[config.mk]
export PLATFORM = sky130hd
export DESIGN_NAME = arx_model_step
export DESIGN_NICKNAME = d
export VERILOG_FILES = /design/src/rtl/arx_pkg.sv /design/src/rtl/arx_model_step.sv
export SDC_FILE = /design/constraint.sdc
export NUM_CORES = 2
export LEC_CHECK = 0
export BUFFER_PORTS_ARGS = -buffer_cell sky130_fd_sc_hd__buf_4
export CORE_MARGIN = 5
export CORE_UTILIZATION = 48
export CTS_BUF_LIST = sky130_fd_sc_hd__clkbuf_8 sky130_fd_sc_hd__clkbuf_16
export DETAILED_ROUTE_END_ITERATION = 7
export GPL_TIMING_DRIVEN = 1
export PLACE_DENSITY = 0.67
export SLEW_MARGIN = 20
export SYNTH_ARGS = -nofsm -noshare
export SYNTH_HDL_FRONTEND = slang
export SYNTH_SLANG_ARGS = --single-unit
[constraint.sdc]
create_clock -name clk -period 15.9 [get_ports clk]
set_clock_uncertainty 0.2 [all_clocks]
set_input_delay 3.18 -clock clk [delete_from_list [all_inputs] [get_ports clk]]
set_output_delay 3.18 -clock clk [all_outputs]
set_load 0.01 [all_outputs]
[src/rtl/arx_pkg.sv]
// Package for the ARX plant step: sizes, register indexes and sequencer states.
`timescale 1ns / 1ps

package arx_pkg;

  localparam int A_TAPS    = 3;
  localparam int B_TAPS    = 3;
  localparam int MAX_DELAY = 15;
  localparam int IN_LEN    = B_TAPS + MAX_DELAY;
  localparam int REG_TAPS  = 3;   // taps that have a coefficient register

  localparam int SAMPLE_W  = 32;
  localparam int COEF_W    = 32;
  localparam int DELAY_W   = 4;
  localparam int PROD_W    = SAMPLE_W + COEF_W;
  localparam int FRAC_SH   = 24;  // Q16.16 * Q8.24 -> Q.40, back to Q.16
  localparam int ACC_W     = 68;

  localparam int NUM_STEPS = A_TAPS + B_TAPS;
  localparam int STEP_W    = $clog2(NUM_STEPS + 1);
  localparam int IN_IDX_W  = $clog2(IN_LEN);
  localparam int OUT_IDX_W = (A_TAPS > 1) ? $clog2(A_TAPS) : 1;
  localparam int SUM_IDX_W = IN_IDX_W + 1;
  localparam int RTAP_W    = $clog2(REG_TAPS);

  localparam int CFG_ADDR_W = 3;
  localparam int CFG_DATA_W = 32;

  localparam logic [CFG_ADDR_W-1:0] CFG_A1    = 3'd0;
  localparam logic [CFG_ADDR_W-1:0] CFG_A2    = 3'd1;
  localparam logic [CFG_ADDR_W-1:0] CFG_A3    = 3'd2;
  localparam logic [CFG_ADDR_W-1:0] CFG_B1    = 3'd3;
  localparam logic [CFG_ADDR_W-1:0] CFG_B2    = 3'd4;
  localparam logic [CFG_ADDR_W-1:0] CFG_B3    = 3'd5;
  localparam logic [CFG_ADDR_W-1:0] CFG_DELAY = 3'd6;

  localparam logic [DELAY_W-1:0] DELAY_RST = 4'd1;

  typedef enum logic [1:0] {
    ST_IDLE,
    ST_MAC,
    ST_DRAIN,
    ST_FINISH
  } arx_state_t;

endpackage

[src/rtl/arx_model_step.sv]
// ARX plant with transport delay: one shared multiply-accumulate under a small sequencer.
`timescale 1ns / 1ps

//  channel  dir  beat fields (low bits first)
//  in_      in   tdata: control_sample[31:0], disturbance[63:32]
//  out_     out  tdata: plant_output[31:0]
//  cfg_     in   cfg_addr 0..6 = a1,a2,a3,b1,b2,b3,transport_delay; cfg_wdata
//
//  Each beat runs in order: accept, 6 multiplies through the one 32x32 multiplier
//  (3 input taps, 3 feedback taps), one drain add, then the round/saturate step.
//  The single multiplier and its accumulator force this serial order.
//  in_tready is high only while the sequencer is idle.
//  A result waits in the output register; the round cycle stalls while it is unread.
//  rst_n (synchronous) clears both history lines, coefficients and delay (delay = 1).

module arx_model_step
  import arx_pkg::*;
(
  input  logic                  clk,
  input  logic                  rst_n,
  input  logic                  in_tvalid,
  output logic                  in_tready,
  input  logic [63:0]           in_tdata,   // control_sample[31:0], disturbance[63:32]
  output logic                  out_tvalid,
  input  logic                  out_tready,
  output logic [31:0]           out_tdata,  // plant_output[31:0]
  input  logic                  cfg_we,
  input  logic [CFG_ADDR_W-1:0] cfg_addr,
  input  logic [CFG_DATA_W-1:0] cfg_wdata
);

  arx_state_t state_r, state_nxt;

  logic signed [COEF_W-1:0]   coef_a_r [REG_TAPS];
  logic signed [COEF_W-1:0]   coef_b_r [REG_TAPS];
  logic [DELAY_W-1:0]         delay_r;
  logic signed [SAMPLE_W-1:0] in_hist_r  [IN_LEN];
  logic signed [SAMPLE_W-1:0] out_hist_r [A_TAPS];

  logic [STEP_W-1:0]          step_r, step_nxt;
  logic signed [PROD_W-1:0]   prod_r;
  logic                       prod_vld_r, prod_neg_r;
  logic signed [ACC_W-1:0]    acc_r;
  logic                       out_tvalid_r;
  logic [SAMPLE_W-1:0]        out_tdata_r;

  logic                       in_acc, load_out, mac_en;
  logic                       is_fb;
  logic [STEP_W-1:0]          tap;
  logic [SUM_IDX_W-1:0]       in_idx;
  logic signed [COEF_W-1:0]   op_coef;
  logic signed [SAMPLE_W-1:0] op_samp;
  logic signed [ACC_W-1:0]    prod_ext;
  logic [ACC_W-FRAC_SH-1:0]   q;
  logic [ACC_W-1:FRAC_SH+SAMPLE_W-1] q_top;
  logic [SAMPLE_W-1:0]        y;

  assign in_tready  = (state_r == ST_IDLE);
  assign in_acc     = in_tvalid && in_tready;
  assign out_tvalid = out_tvalid_r;
  assign out_tdata  = out_tdata_r;
  assign load_out   = (state_r == ST_FINISH) && (!out_tvalid_r || out_tready);
  assign mac_en     = (state_r == ST_MAC);

  // sequencer
  always_ff @(posedge clk) begin
    if (!rst_n) begin
      state_r <= ST_IDLE;
      step_r  <= '0;
    end else begin
      state_r <= state_nxt;
      step_r  <= step_nxt;
    end
  end

  always_comb begin
    state_nxt = state_r;
    step_nxt  = step_r;
    unique case (state_r)
      ST_IDLE: begin
        step_nxt = '0;
        if (in_acc) state_nxt = ST_MAC;
      end
      ST_MAC: begin
        step_nxt = step_r + 1'b1;
        if (step_r == STEP_W'(NUM_STEPS - 1)) state_nxt = ST_DRAIN;
      end
      ST_DRAIN:  state_nxt = ST_FINISH;
      ST_FINISH: if (load_out) state_nxt = ST_IDLE;
      default:   state_nxt = ST_IDLE;
    endcase
  end

  // configuration
  always_ff @(posedge clk) begin
    if (!rst_n) begin
      for (int i = 0; i < REG_TAPS; i++) begin
        coef_a_r[i] <= '0;
        coef_b_r[i] <= '0;
      end
      delay_r <= DELAY_RST;
    end else if (cfg_we) begin
      unique case (cfg_addr)
        CFG_A1:    coef_a_r[0] <= cfg_wdata;
        CFG_A2:    coef_a_r[1] <= cfg_wdata;
        CFG_A3:    coef_a_r[2] <= cfg_wdata;
        CFG_B1:    coef_b_r[0] <= cfg_wdata;
        CFG_B2:    coef_b_r[1] <= cfg_wdata;
        CFG_B3:    coef_b_r[2] <= cfg_wdata;
        CFG_DELAY: delay_r     <= cfg_wdata[DELAY_W-1:0];
        default:   ;
      endcase
    end
  end

  // history lines
  always_ff @(posedge clk) begin
    if (!rst_n) begin
      for (int i = 0; i < IN_LEN; i++) in_hist_r[i] <= '0;
      for (int i = 0; i < A_TAPS; i++) out_hist_r[i] <= '0;
    end else begin
      if (in_acc) begin
        in_hist_r[0] <= in_tdata[SAMPLE_W-1:0];
        for (int i = 1; i < IN_LEN; i++) in_hist_r[i] <= in_hist_r[i-1];
      end
      if (load_out) begin
        out_hist_r[0] <= y;
        for (int i = 1; i < A_TAPS; i++) out_hist_r[i] <= out_hist_r[i-1];
      end
    end
  end

  // operand select: input taps first, then feedback taps
  always_comb begin
    is_fb   = (step_r >= STEP_W'(B_TAPS));
    tap     = is_fb ? (step_r - STEP_W'(B_TAPS)) : step_r;
    in_idx  = SUM_IDX_W'(tap) + SUM_IDX_W'(delay_r);
    op_coef = '0;
    op_samp = '0;
    if (is_fb) begin
      if (tap < STEP_W'(REG_TAPS)) op_coef = coef_a_r[tap[RTAP_W-1:0]];
      if (tap < STEP_W'(A_TAPS)) op_samp = out_hist_r[tap[OUT_IDX_W-1:0]];
    end else begin
      if (tap < STEP_W'(REG_TAPS)) op_coef = coef_b_r[tap[RTAP_W-1:0]];
      // taps reaching past the line contribute zero
      if (in_idx < SUM_IDX_W'(IN_LEN)) op_samp = in_hist_r[in_idx[IN_IDX_W-1:0]];
    end
  end

  assign prod_ext = ACC_W'(prod_r);

  // multiply into a register, then accumulate the registered product in the next cycle
  always_ff @(posedge clk) begin
    if (!rst_n) begin
      prod_vld_r <= 1'b0;
    end else begin
      prod_vld_r <= mac_en;
    end
  end

  always_ff @(posedge clk) begin
    if (mac_en) begin
      prod_r     <= op_coef * op_samp;
      prod_neg_r <= is_fb;
    end
    if (in_acc) begin
      // z aligned to Q.40 plus the half-LSB rounding bias
      acc_r <= {{(ACC_W-FRAC_SH-SAMPLE_W){in_tdata[63]}}, in_tdata[63:32],
                1'b1, {(FRAC_SH-1){1'b0}}};
    end else if (prod_vld_r) begin
      acc_r <= prod_neg_r ? (acc_r - prod_ext) : (acc_r + prod_ext);
    end
  end

  // floor shift, then saturate to 32 bits
  always_comb begin
    q     = acc_r[ACC_W-1:FRAC_SH];
    q_top = acc_r[ACC_W-1:FRAC_SH+SAMPLE_W-1];
    if ((&q_top) || !(|q_top)) y = q[SAMPLE_W-1:0];
    else if (q[ACC_W-FRAC_SH-1])  y = {1'b1, {(SAMPLE_W-1){1'b0}}};
    else                          y = {1'b0, {(SAMPLE_W-1){1'b1}}};
  end

  always_ff @(posedge clk) begin
    if (!rst_n) begin
      out_tvalid_r <= 1'b0;
    end else if (load_out) begin
      out_tvalid_r <= 1'b1;
    end else if (out_tready) begin
      out_tvalid_r <= 1'b0;
    end
  end

  always_ff @(posedge clk) begin
    if (load_out) out_tdata_r <= y;
  end

  a_accept_starts_mac: assert property (@(posedge clk) disable iff (!rst_n)
    in_tvalid && in_tready |=> state_r == ST_MAC && step_r == '0)
    else $error("accepted beat did not start the MAC sequence");

  a_prod_in_window: assert property (@(posedge clk) disable iff (!rst_n)
    prod_vld_r |-> state_r == ST_MAC || state_r == ST_DRAIN)
    else $error("product pending outside the MAC window");

  a_result_from_finish: assert property (@(posedge clk) disable iff (!rst_n)
    $rose(out_tvalid_r) |-> $past(state_r) == ST_FINISH)
    else $error("result appeared without a finish cycle");

  a_history_matches_out: assert property (@(posedge clk) disable iff (!rst_n)
    load_out |=> out_hist_r[0] == out_tdata && out_tvalid)
    else $error("feedback history and delivered result differ");

endmodule

* Word level (Yosys, flattened, before mapping) *
Memory sizes are Yosys's and may differ from the RTL's.
Cells that the tools add are included.
W data, S select, Z words.

storage, ports and cells
  bits in registers = 176
  bits in latches = 0
  RAM bits = 864
  ROM bits = 0
  input bits = 104
  output and inout bits = 34
  word-level logic and storage cells = 155
  memories kept = 4

cells by class
  add/sub/neg operators = 5
  $mul = 1
  divide/modulo/power cells = 0
  magnitude comparators = 3
  equal/unequal tests = 13
  shift operators = 0
  muxes and demuxes = 77
  bitwise logic cells = 27
  reductions and logical operators = 15

memory list
  memory      words  bits a word  read ports  clocked after memory_dff  wr ports  line                  source
  in_hist_r   18     32           18          0                         18        arx_model_step.sv:37  logic signed [SAMPLE_W-1:0] in_hist_r [IN_LEN];
  coef_a_r    3      32           1           0                         3         arx_model_step.sv:34  logic signed [COEF_W-1:0] coef_a_r [REG_TAPS];
  coef_b_r    3      32           1           0                         3         arx_model_step.sv:35  logic signed [COEF_W-1:0] coef_b_r [REG_TAPS];
  out_hist_r  3      32           3           0                         3         arx_model_step.sv:38  logic signed [SAMPLE_W-1:0] out_hist_r [A_TAPS];

operators by type and width
  operator               number
  $mux W32               35
  $mux W68               3
  $add A68 B64 Y68       1
  $sub A68 B64 Y68       1
  $mul A32 B32 Y64       1
  $mux W1                33
  $or A1 B1 Y1           27
  $reduce_and A13 Y1     1
  $reduce_or A13 Y1      1
  $eq A3 B3 Y1 const B   4
  $pmux W2 S4            1
  $eq A3 B2 Y1 const B   2
  $mux W2                3
  $pmux W3 S2            1
  $reduce_bool A2 Y1     3
  $add A3 B4 Y5          1
  $lt A5 B5 Y1 const B   1
  $eq A2 B2 Y1 const B   2
  $ne A2 B1 Y1 const B   2
  $add A3 B1 Y3 const B  1
  $eq A3 B1 Y1 const B   1
  $ge A3 B2 Y1 const B   1
  $logic_not A3 Y1       1
  $lt A3 B2 Y1 const B   1
  other kinds (10)       13

* Logic depth before layout (Yosys ltp) *
  depth in word-level cells = 7
  mapped depth = 53
  gate-level depth less buffers = 44

* Worst setup path after synthesis *
Ideal clock, no wire load.

  path type = input port to flip-flop
  start point = input port rst_n
  end point = memory in_hist_r[0][0] (enable)
  library setup time = 4.122 ns
  arrival = 12.980 ns
  data required time = 11.578 ns
  setup slack = -1.403 ns
  stages = 3
  buffers on the path = 2
  cells stage by stage = clkbuf_1 > clkbuf_1 > nand2_1

RTL lines
  element      line                  source
  from (decl)  arx_model_step.sv:20  input logic rst_n,
  to (decl)    arx_model_step.sv:37

* Final worst setup path *
  start point = register step_r[0]
  end point = register prod_r[63] (data pin)

on the way
  longest elaborated chain between the ends = 7
  elaborated cells between the ends (all ways) = 17
  those cells by class = 2 x add/sub; 1 x mul; 3 x order compare; 7 x mux; 4 x memory

ends and longest elaborated chain
  element                                                 line                                          source
  from (decl)                                             arx_model_step.sv:40                          logic [STEP_W-1:0] step_r, step_nxt;
  from (signal assigned)                                  arx_model_step.sv:72                          step_r <= step_nxt;
  $sub A3 B2 Y3 / $ge A3 B2 Y1 (equally long branches)    arx_model_step.sv:136, arx_model_step.sv:135
  $mux W3                                                 arx_model_step.sv:136                         tap = is_fb ? (step_r - STEP_W'(B_TAPS)) : step_r;
  $add A3 B4 Y5                                           arx_model_step.sv:137                         in_idx = SUM_IDX_W'(tap) + SUM_IDX_W'(delay_r);
  $mem_v2 Z18 W32 / $lt A5 B5 Y1 (equally long branches)  n/a
  $mux W32                                                arx_model_step.sv:146                         if (in_idx < SUM_IDX_W'(IN_LEN)) op_samp = in_hist_r[in_idx[IN_IDX_W-1:0]];
  $mux W32                                                arx_model_step.sv:140                         if (is_fb) begin
  $mul A32 B32 Y64 (*)                                    arx_model_step.sv:163                         prod_r <= op_coef * op_samp;
  to (signal assigned)                                    arx_model_step.sv:163
  to (decl)                                               arx_model_step.sv:41                          logic signed [PROD_W-1:0] prod_r;

Mark *: on every way between the ends. The rest lies on a longest branch, timed or not.
A chain may end at the register's enable or synchronous reset.

==> flow_metrics.env <==
export IMPL_die_area_um2=186000
export IMPL_crit_type="flip-flop to flip-flop"
export IMPL_synth_cells=7649
export IMPL_ys_seq_elements=1040
export IMPL_max_freq_mhz=71.5
export IMPL_rows=154
export IMPL_dp_cells=9845
export IMPL_ys_warnings_count=0
export IMPL_dr_pass1_iters=8
export IMPL_async_reset_ff_share_pct=0
export IMPL_numCtsBuffers=111
export IMPL_syn_avg_cell_area_um2=11.1
export IMPL_netlist_area_leader_share_pct=35.5
export IMPL_critPathLaunchType="flip-flop"
export IMPL_synth_area_um2=85000
export IMPL_min_path_type="flip-flop to flip-flop"
export IMPL_grt_pass1_vias=59400
export IMPL_drc=0
export IMPL_drt_vias_per_instance=5.64
export IMPL_crit_path_max_incr_delay_ps=1300
export IMPL_die_w_um=431
export IMPL_drtIter0Drc=5000
export IMPL_worst_pin_slew_ps=1270
export IMPL_fin_crit_sh_pct=88.0
export IMPL_cts_tree="yes"
export IMPL_vias=56700
export IMPL_fp_coreArea_um2=176000
export IMPL_final_setup_tns_ps=0
export IMPL_antenna_found_initial=7
export IMPL_setup_violations_final=0
export IMPL_yosysSeqAreaShare_pct=36.3
export IMPL_track_usage_pct=24.4
export IMPL_die_y_um=431
export IMPL_clock_path_buffers=3
export IMPL_initial_core_util_pct=48.3
export IMPL_pin_count=138
export IMPL_synth_largest_area_cell="edfxtp_1"
export IMPL_crit_required_ps=16190
export IMPL_critPathMaxFanout=32
export IMPL_syn_to_final_growth_pct=9.02
export IMPL_synthTopCellsByArea="edfxtp_1 (36%), fa_1 (26%), and2_1 (5.7%)"
export IMPL_crit_path_frequent_cell="fa_1"
export IMPL_drive_gt1_share_pct=8.90
export IMPL_rsz0062_at_grt="false"
export IMPL_nNetsFinal=9070
export IMPL_ys_types=72
export IMPL_fin_cells=10100
export IMPL_drt_wl_total_um=226000
export IMPL_final_cell_mix="fa_1 (1083), inv_1 (1057), edfxtp_1 (1005), and2_1 (772), nand2_1 (741)"
export IMPL_status="finished, violations left"
export IMPL_hpwl_um=167000
export IMPL_grt_overflow=0
export IMPL_cts_root_buf="clkbuf_16"
export IMPL_clkTransAtPathRegs_ps=60
export IMPL_failed_checks="antenna violations"
export IMPL_cp_slowest_cell="fa_4"
export IMPL_slew_headroom_pct=15.4
export IMPL_cp_end_kind="flip-flop"
export IMPL_arrival_ps=14280
export IMPL_ant_nets=1
export IMPL_clock_sinks=1040
export IMPL_cts_hold_buf=0
export IMPL_grt_pass1_wl_um=351000
export IMPL_slew_violations=0
export IMPL_cts_post_setup_buffers_inserted=0
export IMPL_mostFrequentLayoutCell="fa_1"
export IMPL_htreeDepth=3
export IMPL_grt_max_degree=372
export IMPL_clock_latency_ps=770
export IMPL_post_cts_resized=0
export IMPL_hold_viol_final=0
export IMPL_min_period_ps=13990
export IMPL_synth_edf_count=1005
export IMPL_wl_per_cell_um=22.4
export IMPL_max_cap_violations=0
export IMPL_syn_num_nets=9100
export IMPL_ys_flop_type="edfxtp_1"
export IMPL_numPortBuffers=137
export IMPL_gp_congestion=0.944
## cells in the mapped netlist (35+ instances only)
library cell     n
a21o_1         108
edfxtp_1      1005
o21a_1          53
o21ai_0         73
o21ai_1        110
o22ai_1         50
nand2b_1        82
nor3_1          46
clkbuf_1       361
dfxtp_1         35
mux4_2         128
ha_1           263
fa_1          1084
nor2_1         645
nor2b_1         36
xnor2_1        141
mux2i_1        123
inv_1         1038
nand3_1         57
a21oi_1        205
nand3b_1        36
nand4_1         37
xor2_1          59
nand2_1        742
and2_1         774
## cell type report
| type | count | area (µm²) |
|---|---|---|
| Clock buffer | 116 | 2850 |
| Multi-Input combinational cell | 5142 | 49000 |
| Inverter | 1041 | 3910 |
| Antenna cell | 7 | 17.5 |
| Tap cell | 2340 | 2930 |
| Timing Repair Buffer | 283 | 2210 |
| Sequential cell | 1040 | 30900 |
| Fill cell | 15300 | 83400 |
| Clock inverter | 89 | 870 |
## metrics by stage
| stage | hold slack [ps] | worst slack, ps | utilization, % | area [µm²] |
|---|---|---|---|---|
| CTS | 288 | 1900 | 52.6 | 92600 |
| finish | 286 | 1910 | 52.6 | 92700 |
| detailed placement | 281 | 2040 | 50.5 | 88900 |
| global route | 305 | 1150 | 52.6 | 92700 |
| global placement | 269 | 1960 | 50.5 | 88900 |
| floorplan | 251 | 3660 | - | 85000 |
## path summary, 6_finish.rpt
path                                from                endpoint  slack [ps]  depth (start not counted)
setup / recovery  step_r[0]$_SDFFE_PN0P_    prod_r[63]$_DFFE_PP_        1910                         40
hold / removal    acc_r[17]$_SDFFE_PP0P_  acc_r[17]$_SDFFE_PP0P_         290                          2
setup reg to reg  step_r[0]$_SDFFE_PN0P_    prod_r[63]$_DFFE_PP_        1910                         40
hold reg to reg   acc_r[17]$_SDFFE_PP0P_  acc_r[17]$_SDFFE_PP0P_         290                          2
## registers in the layout (all words and copies together), names as in the netlist
register / flops
prod_vld_r: 1
acc_r: 68
coef_b_r: 96
coef_a_r: 96
out_tvalid: 1
delay_r: 4
in_hist_r: 576
out_tdata: 32
prod_r: 64
step_r: 3
out_hist_r: 96
state_r: 2
prod_neg_r: 1
## logic make-up (layout without fill, tap and decap cells)
logic type / count (synthesis) / in the layout / share of synthesized area (%)
compound gates: 806 / 806 / 6.10
xor+xnor: 200 / 200 / 2.06
fa+ha+maj: 1347 / 1347 / 29.4
buf+inv: 1467 / 1529 / 6.54
flops: 1040 / 1040 / 36.3
mux: 283 / 283 / 5.26
other cells: 0 / 7 / 0
simple gates: 2506 / 2506 / 14.3
## worst max-delay path, delay by kind of cell (launching register included)
| family | cells | cell delay, ps |
|---|---|---|
| DFF | 1 | 390 |
| muxes | 2 | 690 |
| buffers and inverters | 6 | 980 |
| AOI/OAI and AO/OA | 12 | 4010 |
| and+or+nand+nor | 7 | 1070 |
| adders and majority gates | 13 | 6300 |
## metal layers
layer  wire, µm  share of wire [%]  global-route usage [%]  vias up
met2     108000                 48                    40.1     2022
li1           -                  -                       -    24900
met3      16100                7.1                    4.21      408
met5         13             0.0058                       0        -
met1      92500                 41                    32.8    29400
met4       9100                4.0                    8.77        2
Power is left out: the tool's default activity adds up to more than one toggle a clock period on the data nets, which glitch-free logic cannot reach.
